**src/ile_pkg.sv**
```systemverilog
// Package for the indexed list engine: operation codes, command flags and
// the transfer payload types. No dependencies.
package ile_pkg;

  localparam int unsigned DefCapacity = 64;
  localparam int unsigned KindW       = 3;
  localparam int unsigned PosW        = 7;
  localparam int unsigned DataW       = 32;

  typedef enum logic [KindW-1:0] {
    KIND_APPEND    = 3'd0,
    KIND_INSERT    = 3'd1,
    KIND_DEL_FIRST = 3'd2,
    KIND_DEL_LAST  = 3'd3,
    KIND_READ      = 3'd4,
    KIND_WRITE     = 3'd5
  } kind_e;

  typedef enum logic [1:0] {
    ST_IDLE,
    ST_COLLECT,
    ST_DONE
  } state_e;

  typedef struct packed {
    logic [KindW-1:0]        kind;
    logic [PosW-1:0]         position;
    logic signed [DataW-1:0] new_value;
  } item_t;

  typedef struct packed {
    logic                    ok;
    logic signed [DataW-1:0] read_value;
    logic [PosW-1:0]         count;
    logic signed [DataW-1:0] head_value;
    logic signed [DataW-1:0] tail_value;
  } res_t;

  // Broadcast to every cell of the chain.
  typedef struct packed {
    logic ins;      // cells above the position take the left neighbour
    logic load;     // cell at the position takes the new value
    logic delf;     // every cell takes the right neighbour
    logic collect;  // read and tail lanes step towards cell zero
    logic rd_en;    // read lane picks up the addressed cell
    logic tl_en;    // tail lane picks up the last cell
  } ile_cmd_t;

endpackage

```
**src/ile_ctrl.sv**
```systemverilog
// Sequencer of the list engine: checks each operation, keeps the entry count
// and drives the cell chain through its collect pass. Depends on ile_pkg.
module ile_ctrl import ile_pkg::*; #(
  parameter int unsigned CAPACITY = DefCapacity,
  parameter int unsigned IW       = (CAPACITY > 1) ? $clog2(CAPACITY) : 1,
  parameter int unsigned CW       = $clog2(CAPACITY + 1)
) (
  input  logic          clk_i,
  input  logic          rst_ni,
  input  logic          start,
  input  item_t         item_i,
  output logic          busy,
  output logic          done_o,
  output logic          ok_o,
  output logic [CW-1:0] count_o,
  output ile_cmd_t      cmd_o,
  output logic [IW-1:0] pos_o,
  output logic [IW-1:0] rsel_o,
  output logic [IW-1:0] tsel_o
);

  localparam int unsigned WW = (CW > PosW) ? CW : PosW;
  localparam logic [CW-1:0] CapCnt  = CW'(CAPACITY);
  localparam logic [IW-1:0] LastIdx = IW'(CAPACITY - 1);

  state_e        state_q, state_d;
  logic [CW-1:0] cnt_q, cnt_d;
  logic [IW-1:0] step_q, step_d;
  logic [IW-1:0] rsel_q, rsel_d, tsel_q, tsel_d;
  logic          rd_en_q, rd_en_d, tl_en_q, tl_en_d, ok_q, ok_d;

  logic [WW-1:0] pos_w, cnt_w;
  logic          full, empty, accept;

  assign pos_w  = WW'(item_i.position);
  assign cnt_w  = WW'(cnt_q);
  assign full   = (cnt_q == CapCnt);
  assign empty  = (cnt_q == '0);
  assign accept = start && (state_q == ST_IDLE);

  always_comb begin
    state_d = state_q;
    cnt_d   = cnt_q;
    step_d  = step_q;
    rsel_d  = rsel_q;
    tsel_d  = tsel_q;
    rd_en_d = rd_en_q;
    tl_en_d = tl_en_q;
    ok_d    = ok_q;
    cmd_o   = '0;
    pos_o   = IW'(pos_w);
    case (state_q)
      ST_IDLE: begin
        if (accept) begin
          ok_d    = 1'b0;
          rd_en_d = 1'b0;
          rsel_d  = IW'(pos_w);
          case (kind_e'(item_i.kind))
            KIND_APPEND: begin
              if (!full) begin
                ok_d       = 1'b1;
                cmd_o.ins  = 1'b1;
                cmd_o.load = 1'b1;
                pos_o      = IW'(cnt_w);
                cnt_d      = cnt_q + 1'b1;
              end
            end
            KIND_INSERT: begin
              if (!full && (pos_w <= cnt_w)) begin
                ok_d       = 1'b1;
                cmd_o.ins  = 1'b1;
                cmd_o.load = 1'b1;
                cnt_d      = cnt_q + 1'b1;
              end
            end
            KIND_DEL_FIRST: begin
              if (!empty) begin
                ok_d       = 1'b1;
                cmd_o.delf = 1'b1;
                cnt_d      = cnt_q - 1'b1;
              end
            end
            KIND_DEL_LAST: begin
              if (!empty) begin
                ok_d  = 1'b1;
                cnt_d = cnt_q - 1'b1;
              end
            end
            KIND_READ: begin
              if (pos_w < cnt_w) begin
                ok_d    = 1'b1;
                rd_en_d = 1'b1;
              end
            end
            KIND_WRITE: begin
              if (pos_w < cnt_w) begin
                ok_d       = 1'b1;
                cmd_o.load = 1'b1;
              end
            end
            default: begin
            end
          endcase
          tl_en_d = (cnt_d != '0);
          tsel_d  = IW'(cnt_d - 1'b1);
          step_d  = '0;
          state_d = ST_COLLECT;
        end
      end
      ST_COLLECT: begin
        cmd_o.collect = 1'b1;
        cmd_o.rd_en   = rd_en_q;
        cmd_o.tl_en   = tl_en_q;
        step_d        = step_q + 1'b1;
        if (step_q == LastIdx) begin
          state_d = ST_DONE;
        end
      end
      ST_DONE: begin
        state_d = ST_IDLE;
      end
      default: begin
        state_d = ST_IDLE;
      end
    endcase
  end

  always_ff @(posedge clk_i or negedge rst_ni) begin
    if (!rst_ni) begin
      state_q <= ST_IDLE;
      cnt_q   <= '0;
      step_q  <= '0;
    end else begin
      state_q <= state_d;
      cnt_q   <= cnt_d;
      step_q  <= step_d;
    end
  end

  always_ff @(posedge clk_i) begin
    rsel_q  <= rsel_d;
    tsel_q  <= tsel_d;
    rd_en_q <= rd_en_d;
    tl_en_q <= tl_en_d;
    ok_q    <= ok_d;
  end

  assign busy    = (state_q != ST_IDLE);
  assign done_o  = (state_q == ST_DONE);
  assign ok_o    = ok_q;
  assign count_o = cnt_q;
  assign rsel_o  = rsel_q;
  assign tsel_o  = tsel_q;

endmodule

```
**config.mk**
```make
export PLATFORM = sky130hd
export DESIGN_NAME = ile_ctrl
export DESIGN_NICKNAME = d
export VERILOG_FILES = /design/src/ile_pkg.sv /design/src/ile_ctrl.sv
export SDC_FILE = /design/constraint.sdc
export NUM_CORES = 1
export LEC_CHECK = 0
export BUFFER_PORTS_ARGS = -buffer_cell sky130_fd_sc_hd__buf_2
export CORE_ASPECT_RATIO = 0.75
export CORE_MARGIN = 2
export CORE_UTILIZATION = 49
export DETAILED_ROUTE_END_ITERATION = 12
export PLACE_DENSITY = 0.8
export SYNTH_ARGS = -nofsm -noshare
export SYNTH_HDL_FRONTEND = slang
export SYNTH_SLANG_ARGS = --single-unit
```
**constraint.sdc**
```tcl
create_clock -name clk_i -period 4 [get_ports clk_i]
set_clock_uncertainty 0.15 [all_clocks]
set_input_delay 0.4 -clock clk_i [delete_from_list [all_inputs] [get_ports clk_i]]
set_output_delay 0.4 -clock clk_i [all_outputs]
set_load 0.01 [all_outputs]
```
==> results.toml <==
[place]
dpl_cell_area_um2 = 2330
pre_cts_slack_ps = 650
gp_congestion = 1.02
numPortBuffers = 46
hpwl_um = 3690
dp_cells = 311

[sta]
fin_ws_ps = 447
slew_headroom_pct = 49.8
rsz0062_at_grt = "no"
hold_ws_ps = 176
maxSlewViolCount = 0
max_freq_ghz = 0.281
worst_pin_slew_ps = 753
hold_violations = 0
setup_viol = 0
period_share_pct = 88.8
min_period_ps = 3550
setup_tns_ps = 0

[clock_tree]
cts_made_buffers = 5
cts_sinks = 30
clkTransAtPathRegs_ps = 70
post-cts-setup-buffer-count = 0
cts_tree = "built"
clockBufferDepth = 2
insertion_delay_ps = 280
root_buffer = "clkbuf_8"
cts.repair.resized = 0
h-tree-depth = 2

[finish]
instances_no_fill = 320
n_fill_cell = 337
antennaDiodeCount = 0
layout-drive-gt1-share_pct = 28.3
fin_nets = 322
area_growth_pct = 19.1
design_area_um2 = 2420
final_util_pct = 60.1

[detailed_routing]
first_pass_iters = 4
via_per_inst = 5.64
vias = 1806
detail_route.wirelength_um = 4830
drtIter0Drc = 171
routedWlPerCell_um = 15.1
postRouteAntennaNets = 0
drc = 0

[synthesis]
synth-async-reset-ratio_pct = 50.0
seq_area_frac_synth_pct = 40.6
yosys_warnings = 0
yosysUniqueCellTypes = 51
netlist_instances = 211
synth_fp_nets = 269
syn_avg_cell_area_um2 = 9.64
synthesis.area_um2 = 2030
synth_seq_cells = 30
synth_edf_count = 15
ys.flop_type = "edfxtp_1"

[global_routing]
use_met2_pct = 30.4
gr-total-overflow = 0
grt_max_degree = 20
antenna_found_initial = 0
grt_use_met1_pct = 32.2
track_usage_pct = 21.2
grt_pass1_vias = 1517
top_usage_layer = "met1"
grt_use_met3_pct = 5.44
grt_pass1_wl_um = 7560

[floorplanning]
die_x_um = 78.4
die-area_um2 = 4690
initial_core_util_pct = 50.5
ios = 79
die_y_um = 59.8
coreArea_um2 = 4030
rows = 20

[power]
power-per-cell-area_nw_per_um2 = 647
power.ir.vdd_worst_uv = 289
finalPower_mw = 1.57
p_leak_nw = 1.05

[critical_path]
setup.worst_path.end_class = "output port"
crit_path_max_fanout = 14
path_class = "reg2out"
start_kind = "register"
arrival_ps = 3000
cp.required_ps = 3450

[run]
cap_violations = 0

[run_status]
status = "finished clean"

[worst_hold_path]
holdCritPathClass = "in2reg"
==> sequential cells by signal, indices dropped and copies added (netlist names) <==
signal,count
ok_o,1
step_q,6
state_q,2
count_o,7
tl_en_q,1
rd_en_q,1
tsel_o,6
rsel_o,6
==> routing by layer <==
metal	vias to the layer above	routed length (µm)
li1	888	-
met3	6	374
met2	80	2020
met4	0	56
met1	832	2380
met5	-	0
==> layout by cell type (no fill, tap or decap), drive strengths merged, types with 5 or more instances in the layout <==
master,instances
a21oi,8
ha,13
nand2,20
clkinv,5
nand4,7
nand3,8
nor2,12
clkbuf,5
xnor2,7
inv,12
buf,54
a22o,5
a31oi,6
and3,5
dfrtp,15
o21ai,21
nor3,8
edfxtp,15
==> logic make-up (layout without fill, tap and decap cells) <==
| logic type | after synthesis | in the layout | share of synthesized area (%) |
|---|---|---|---|
| flops | 30 | 30 | 40.6 |
| xor+xnor | 8 | 8 | 3.44 |
| simple gates | 77 | 77 | 20.8 |
| fa+ha+maj | 13 | 13 | 8.00 |
| buf+inv | 24 | 78 | 6.03 |
| compound gates | 59 | 59 | 21.2 |
==> report_power, final <==
part	switching (mW)	internal, mW	leakage, nW
Sequential	0.0695	0.421	0.326
Clock	0.114	0.119	0.0416
Combinational	0.494	0.352	0.680
==> final timing paths <==
| check | start | endpoint | slack [ps] | cells past startpoint |
|---|---|---|---|---|
| worst max-delay path | count_o[6] | cmd_o[5] | 450 | 8 |
| worst max register to register | count_o[6] | tl_en_q | 570 | 12 |
| max in group asynchronous | rst_ni | count_o[0] | 3030 | 2 |
| worst min register to register | step_q[5] | step_q[5] | 350 | 1 |
| min in group asynchronous | rst_ni | step_q[0] | 400 | 2 |
| worst min-delay path | item_i[32] | rsel_o[0] | 180 | 1 |
==> final cells by class <==
cell class / instances / area [µm²] / share of cell area, %
multi-input combinational: 157 / 1090 / 44.8
sequential: 30 / 826 / 34.1
timing repair buffer: 55 / 300 / 12.4
clock buffer: 5 / 68.8 / 2.84
tap: 55 / 68.8 / 2.84
inverter: 15 / 56.3 / 2.32
clock inverter: 3 / 16.3 / 0.671
==> worst max-delay path, stage by stage (launching register included) <==
cell      delay (ps)
dfrtp_1          490
inv_1            120
ha_1             320
a21oi_1          140
o21ai_0          160
o221ai_2         630
nand2_1          220
nor4_1           430
buf_2            210
==> repair_timing <==
action                     4_1_cts  5_1_grt
hold endpoints to repair        15        0
hold buffers                     1        0
setup endpoints to repair        0        0
==> synthesized netlist by cell type (2+ instances only) <==
library cell | instances | area, µm²
nand4_1 | 7 | 43.8
nor3b_1 | 2 | 15.0
buf_2 | 2 | 10.0
a211oi_1 | 3 | 22.5
buf_4 | 2 | 15.0
inv_1 | 12 | 45.0
a2bb2oi_1 | 2 | 17.5
buf_6 | 3 | 33.8
nor3_1 | 6 | 30.0
a31oi_1 | 5 | 31.3
a21o_2 | 2 | 17.5
a22o_1 | 4 | 35.0
and3_1 | 4 | 25.0
a21o_1 | 2 | 15.0
nand2_1 | 20 | 75.1
and4_1 | 2 | 17.5
nor3_2 | 2 | 20.0
nor4_1 | 4 | 25.0
ha_1 | 13 | 163
o21ai_0 | 21 | 105
xnor2_1 | 7 | 61.3
clkinv_1 | 3 | 11.3
nor2_1 | 12 | 45.0
and2_1 | 2 | 12.5
dfrtp_1 | 15 | 375
nand3_1 | 8 | 40.0
a21oi_1 | 7 | 35.0
edfxtp_1 | 15 | 450
clkbuf_1 | 2 | 7.51
Power figures use the tool's default switching activity.
