`config.mk`:
```
export PLATFORM = sky130hd
export DESIGN_NAME = ile_cell
export DESIGN_NICKNAME = d
export VERILOG_FILES = /design/src/ile_pkg.sv /design/src/ile_cell.sv
export SDC_FILE = /design/constraint.sdc
export NUM_CORES = 1
export LEC_CHECK = 0
export ABC_AREA = 1
export BUFFER_PORTS_ARGS = -buffer_cell sky130_fd_sc_hd__buf_4
export CELL_PAD_IN_SITES_DETAIL_PLACEMENT = 1
export CELL_PAD_IN_SITES_GLOBAL_PLACEMENT = 2
export CORE_UTILIZATION = 23
export CTS_CLUSTER_SIZE = 24
export DETAILED_ROUTE_END_ITERATION = 6
export PLACE_DENSITY = 0.86
export SYNTH_ARGS = -nofsm -noshare
export SYNTH_HDL_FRONTEND = slang
export SYNTH_SLANG_ARGS = --single-unit
```
`constraint.sdc`:
```
create_clock -name clk_i -period 2.8 [get_ports clk_i]
set_input_delay 0.84 -clock clk_i [delete_from_list [all_inputs] [get_ports clk_i]]
set_output_delay 0.84 -clock clk_i [all_outputs]
set_load 0.02 [all_outputs]
```
`src/ile_pkg.sv`:
```
// Package for the indexed list engine: operation codes, command flags and
// the transfer payload types. No dependencies.
package ile_pkg;

  localparam int unsigned DefCapacity = 64;
  localparam int unsigned KindW       = 3;
  localparam int unsigned PosW        = 7;
  localparam int unsigned DataW       = 32;

  typedef enum logic [KindW-1:0] {
    KIND_APPEND    = 3'd0,
    KIND_INSERT    = 3'd1,
    KIND_DEL_FIRST = 3'd2,
    KIND_DEL_LAST  = 3'd3,
    KIND_READ      = 3'd4,
    KIND_WRITE     = 3'd5
  } kind_e;

  typedef enum logic [1:0] {
    ST_IDLE,
    ST_COLLECT,
    ST_DONE
  } state_e;

  typedef struct packed {
    logic [KindW-1:0]        kind;
    logic [PosW-1:0]         position;
    logic signed [DataW-1:0] new_value;
  } item_t;

  typedef struct packed {
    logic                    ok;
    logic signed [DataW-1:0] read_value;
    logic [PosW-1:0]         count;
    logic signed [DataW-1:0] head_value;
    logic signed [DataW-1:0] tail_value;
  } res_t;

  // Broadcast to every cell of the chain.
  typedef struct packed {
    logic ins;      // cells above the position take the left neighbour
    logic load;     // cell at the position takes the new value
    logic delf;     // every cell takes the right neighbour
    logic collect;  // read and tail lanes step towards cell zero
    logic rd_en;    // read lane picks up the addressed cell
    logic tl_en;    // tail lane picks up the last cell
  } ile_cmd_t;

endpackage

```
`src/ile_cell.sv`:
```
// One cell of the list chain: holds one entry and one stage of the read and
// tail lanes. Depends on ile_pkg.
module ile_cell import ile_pkg::*; #(
  parameter int unsigned IDX = 0,
  parameter int unsigned IW  = 6
) (
  input  logic                    clk_i,
  input  ile_cmd_t                cmd_i,
  input  logic [IW-1:0]           pos_i,
  input  logic [IW-1:0]           rsel_i,
  input  logic [IW-1:0]           tsel_i,
  input  logic signed [DataW-1:0] new_value_i,
  input  logic signed [DataW-1:0] left_i,
  input  logic signed [DataW-1:0] right_i,
  input  logic signed [DataW-1:0] rd_right_i,
  input  logic signed [DataW-1:0] tl_right_i,
  output logic signed [DataW-1:0] val_o,
  output logic signed [DataW-1:0] rd_o,
  output logic signed [DataW-1:0] tl_o
);

  localparam logic [IW-1:0] MyIdx = IW'(IDX);

  logic signed [DataW-1:0] val_q, val_d, rd_q, rd_d, tl_q, tl_d;

  always_comb begin
    val_d = val_q;
    if (cmd_i.ins && (MyIdx > pos_i)) begin
      val_d = left_i;
    end else if (cmd_i.load && (MyIdx == pos_i)) begin
      val_d = new_value_i;
    end else if (cmd_i.delf) begin
      val_d = right_i;
    end
  end

  always_comb begin
    rd_d = rd_q;
    tl_d = tl_q;
    if (cmd_i.collect) begin
      rd_d = (cmd_i.rd_en && (MyIdx == rsel_i)) ? val_q : rd_right_i;
      tl_d = (cmd_i.tl_en && (MyIdx == tsel_i)) ? val_q : tl_right_i;
    end
  end

  always_ff @(posedge clk_i) begin
    val_q <= val_d;
    rd_q  <= rd_d;
    tl_q  <= tl_d;
  end

  assign val_o = val_q;
  assign rd_o  = rd_q;
  assign tl_o  = tl_q;

endmodule

```
==> flow_summary.toml, run 1 <==
[status]
status = "complete, no violations"

[timing]
final_hold_viol_count = 0
finalClockSkew_ns = 0.00638
setup_violations = 0
rsz0062_at_grt = "false"
min_period_ns = 1.85
relSlewSlack_pct = 65.0
setup_tns_ns = 0
timing.fmax_ghz = 0.540
drv_slew = 0
finalCritPeriodShare_pct = 66.1
tightest_slew_ns = 0.524

[synthesis]
synth_cell_types = 12
synth_nets = 645
yosysWarningCount = 0
syn_area_sq_um = 4500
ys_seq_area_share_pct = 64.1
synth.avg_cell_area_sq_um = 9.78
synthCells = 460
ys_ff_latch = 96

[drt]
drt_iter0_drc = 159
vias = 4146
finalWirelength_mm = 16.8
ant_nets = 0
post-route-drc-count = 0
dr_wl_met2_mm = 8.57
met3_wirelength_um = 918
met1_length_mm = 6.93
firstDrtPassIters = 4
top_layer_used = "met5"
vias_per_cell = 4.28
wl_per_cell_um = 17.4

[clock_tree]
clkLatencyLatePin_ns = 0.34
clkTransAtPathRegs_ns = 0.07
hold_buffers = 0
clockRootBuffer = "clkbuf_16"
cts-htree-levels = 3
numCtsBuffers = 9
clock_path_buffers = 2
cts.sinks = 96
cts_tree = "done"
ctsResizeCount = 0
cts_setup_buffers = 0

[worst_setup_path]
end_kind = "output pin"
crit_path_start_kind = "register"
max_stage_delay_ns = 0.46
crit_buf_inv = 1
cp_top_family = "flip-flops"
slowest_stage = "edfxtp_1"
crit_fanout = 3
required_ns = 1.96
crit_arrival_ns = 1.01
worstPathCellList = "buf_4"
worstSetupPathType = "reg2out"

[floorplan]
rows = 50
pin_count = 281
core_area_sq_um = 19000
die_x_um = 142
dieArea_sq_um = 20100
die_h_um = 142
initial_core_util_pct = 23.7

[grt]
grt_pass1_vias = 4291
antenna_found_initial = 1
grt_pass1_wl_mm = 24.9
grt_usage_pct = 16.8
grt-ovfl-total = 0
grt_max_degree = 34

[cells_and_area]
final_layout_size_suffix_gt1_share_pct = 40.9
synthToLayoutAreaGrowth_pct = 55.5
fin_nets = 889
n_antenna_cell = 0
fin_cells = 969

[power]
ir_drop_uv = 281
p_leak_nw = 3.33
power_density_nw_per_um2 = 537

[job]
cap_violations = 0

[place]
dp_cells = 953
gp_congestion = 0.789
detailed_place_hpwl_mm = 12.9
port_buffers = 247

[hold_path]
hold_path_class = "reg2reg"
==> cells in the mapped netlist <==
master | count | area [sq um]
nand2_1 | 210 | 788
nor2_2 | 4 | 25.0
nand3_1 | 96 | 480
inv_1 | 12 | 45.0
inv_2 | 8 | 30.0
nor2_1 | 4 | 15.0
nand2_4 | 1 | 11.3
buf_4 | 18 | 135
nor2_4 | 2 | 22.5
buf_6 | 3 | 33.8
edfxtp_1 | 96 | 2880
buf_2 | 6 | 30.0
==> sequential cells by signal (all words and copies together) (netlist names) <==
register / cells
rd_o: 32
tl_o: 32
val_o: 32
==> layer usage <==
layer	track usage (%)	up-vias
met5	0	-
met4	5.94	2
met3	4.35	23
met2	29.6	130
met1	19.6	1968
li1	-	2023
==> kinds of logic after synthesis <==
logic type / Yosys count / share of synthesized area (%)
DFF: 96 / 64.1
and+or+nand+nor: 317 / 29.8
buffers and inverters: 47 / 6.09
==> final cells by class <==
type | count | area (sq um)
clock buffers | 9 | 225
flip-flops and latches | 96 | 2880
repair buffers | 260 | 2010
well taps | 260 | 325
fillers | 2233 | 12000
inverters | 20 | 75.1
clock inverters | 7 | 110
multi-input cells | 317 | 1370
==> metrics by stage <==
| step | total power [mW] | worst slack, ns | util (%) | hold WS (ns) | cell area (sq um) |
|---|---|---|---|---|---|
| 2_1_floorplan | 1.99 | 0.362 | - | 0.714 | 4500 |
| 3_3_place_gp | 2.38 | 0.633 | 35.1 | 0.593 | 6660 |
| 3_5_place_dp | 2.39 | 0.628 | 35.1 | 0.600 | 6660 |
| 4_1_cts | 3.81 | 0.933 | 36.9 | 0.615 | 7000 |
| 5_1_grt | 3.90 | 0.901 | 36.9 | 0.648 | 7000 |
| 6_report | 3.76 | 0.949 | 36.9 | 0.614 | 7000 |
==> cell usage in the layout (no fill, tap or decap), types with 2 or more instances in the layout <==
cell type,instances
clkbuf_16,9
clkinv_1,2
edfxtp_1,96
buf_4,255
inv_2,8
buf_12,5
inv_1,12
nor2_1,4
nand3_1,96
nor2_4,6
bufinv_16,3
nand2_1,209
==> final timing paths <==
path | slack, ns | endpoint | from | cells past startpoint
worst max register to register | 1.90 | rd_o[2]$_DFFE_PP_ | val_o[2]$_DFFE_PP_ | 2
worst min-delay path | 0.61 | tl_o[26]$_DFFE_PP_ | val_o[26]$_DFFE_PP_ | 2
worst max-delay path | 0.95 | val_o[3] | val_o[3]$_DFFE_PP_ | 1
worst min register to register | 0.61 | tl_o[26]$_DFFE_PP_ | val_o[26]$_DFFE_PP_ | 2
==> where the power goes <==
group	internal [mW]	switching, mW
combinational	0.289	0.311
sequential	1.69	0.0555
clock	0.866	0.545
Note: power is estimated with default switching activity, not from simulation.
==> run 2: changes to the inputs <==
--- a/config.mk
+++ b/config.mk
@@ -9,10 +9,10 @@
 export BUFFER_PORTS_ARGS = -buffer_cell sky130_fd_sc_hd__buf_4
 export CELL_PAD_IN_SITES_DETAIL_PLACEMENT = 1
 export CELL_PAD_IN_SITES_GLOBAL_PLACEMENT = 2
-export CORE_UTILIZATION = 23
+export CORE_UTILIZATION = 21
 export CTS_CLUSTER_SIZE = 24
 export DETAILED_ROUTE_END_ITERATION = 6
-export PLACE_DENSITY = 0.86
+export PLACE_DENSITY = 0.83
 export SYNTH_ARGS = -nofsm -noshare
 export SYNTH_HDL_FRONTEND = slang
 export SYNTH_SLANG_ARGS = --single-unit
==> constraint.sdc (replaced) <==
create_clock -name clk_i -period 1.6 [get_ports clk_i]
set_input_delay 0.48 -clock clk_i [delete_from_list [all_inputs] [get_ports clk_i]]
set_output_delay 0.48 -clock clk_i [all_outputs]
set_load 0.02 [all_outputs]
==> run 2 against run 1 <==
Net effect: die area up 9.4%; clock-buffer cell count up 1; clock skew up 0.0010 ns; critical path type unchanged; largest power group unchanged.
==> flow_summary.toml, run 2 (synthesis gave the netlist of run 1 again) <==
[status]
status = "complete, no violations"

[clock_tree]
cts_tree = "done"
cts.sinks = 96
cts-htree-levels = 3
clkTransAtPathRegs_ns = 0.08
clockRootBuffer = "clkbuf_16"
numCtsBuffers = 9
hold_buffers = 0
cts_setup_buffers = 0
clock_path_buffers = 2
ctsResizeCount = 0
clkLatencyLatePin_ns = 0.35

[worst_setup_path]
worstPathCellList = "buf_4"
crit_fanout = 3
worstSetupPathType = "reg2out"
cp_top_family = "flip-flops"
required_ns = 1.12
slowest_stage = "edfxtp_1"
crit_buf_inv = 1
max_stage_delay_ns = 0.49
end_kind = "output pin"
crit_arrival_ns = 1.05
crit_path_start_kind = "register"

[drt]
vias = 4221
drt_iter0_drc = 167
finalWirelength_mm = 17.5
ant_nets = 0
vias_per_cell = 4.27
post-route-drc-count = 0
firstDrtPassIters = 4
wl_per_cell_um = 17.7

[timing]
finalClockSkew_ns = 0.00742
rsz0062_at_grt = "false"
drv_slew = 0
relSlewSlack_pct = 83.7
final_hold_viol_count = 0
finalCritPeriodShare_pct = 95.7
hold_ws_ns = 0.387
tightest_slew_ns = 0.245
min_period_ns = 1.53
timing.fmax_ghz = 0.653
setup_violations = 0

[floorplan]
die_x_um = 148
dieArea_sq_um = 22000
core_area_sq_um = 21000
pin_count = 281
rows = 53
die_h_um = 148
initial_core_util_pct = 21.4

[power]
p_leak_nw = 3.38
ir_drop_uv = 387
power_density_nw_per_um2 = 915
power_mw = 6.54

[grt]
grt_usage_pct = 16.1
grt_pass1_wl_mm = 25.9
grt_pass1_vias = 4402
antenna_found_initial = 0
grt-ovfl-total = 0
grt_max_degree = 35

[hold_path]
hold_path_class = "in2reg"

[cells_and_area]
fin_nets = 894
n_antenna_cell = 0
regArea_sq_um = 2880
synthToLayoutAreaGrowth_pct = 58.8
multi_input_comb_area_sq_um = 1370
fillers = 2454
layout_common_cells = "252 x buf_4, 209 x nand2_1, 96 x nand3_1, 96 x edfxtp_1, 13 x buf_12"
final_layout_size_suffix_gt1_share_pct = 41.5
mostFrequentLayoutCell = "buf_4"

[place]
port_buffers = 247
detailed_place_hpwl_mm = 13.4
gp_congestion = 0.791

[job]
cap_violations = 0
==> run 2: cell types whose count changed in the layout (fill, tap and decap cells not counted), sizes merged <==
cell / previous run / this run
clkbuf: 9 / 10
bufinv: 3 / 2
buf: 260 / 265
inv: 20 / 21
clkinv: 3 / 1
clkinvlp: 1 / 2
==> run 2: final timing paths <==
check	startpoint	slack (ns)	cells after the start	end
worst max-delay path	val_o[11]$_DFFE_PP_	0.07	1	val_o[11]
worst min-delay path	right_i[2]	0.39	3	val_o[2]$_DFFE_PP_
worst max register to register	val_o[11]$_DFFE_PP_	0.68	2	rd_o[11]$_DFFE_PP_
worst min register to register	val_o[25]$_DFFE_PP_	0.63	2	rd_o[25]$_DFFE_PP_
==> run 2: layer usage <==
layer | track usage, % | vias to the layer above | share of wire, %
li1 | - | 2029 | -
met1 | 19.9 | 1988 | 42
met2 | 26.6 | 172 | 48
met3 | 3.28 | 32 | 6.6
met4 | 8.35 | 0 | 3.4
met5 | 0 | - | 0
==> run 2: through the flow <==
stage / area [sq um] / cells / setup TNS, ns / setup WS [ns] / util [%]
floorplan: 4510 / 460 / 0 / 0.0220 / -
global placement: 6820 / 973 / 0 / 0.0499 / 32.5
detailed placement: 6820 / 973 / -0.0195 / -0.0152 / 32.5
CTS: 7150 / 989 / 0 / 0.0236 / 34.0
global route: 7150 / 989 / 0 / 0.0149 / 34.0
finish: 7150 / 989 / 0 / 0.0694 / 34.0
==> run 2: tightest hold or removal path, delay by kind of cell <==
kind,cells,cell delay (ns)
buffers and inverters,1,0.08
AND/OR/NAND/NOR,2,0.08
==> run 2: cell type report <==
| class | instances | area share, % |
|---|---|---|
| clock buffer | 10 | 3.20 |
| clock inverter | 6 | 1.30 |
| inverter | 20 | 1.05 |
| multi-input combinational | 317 | 19.2 |
| sequential | 96 | 40.3 |
| tap | 275 | 4.82 |
| timing repair buffer | 265 | 30.1 |
==> run 2: report_power, final <==
part           switching [mW]  total [mW]  internal (mW)
combinational           0.558        1.08          0.527
sequential              0.104        3.06           2.96
clock                    1.01        2.39           1.38
total                    1.67        6.54           4.87
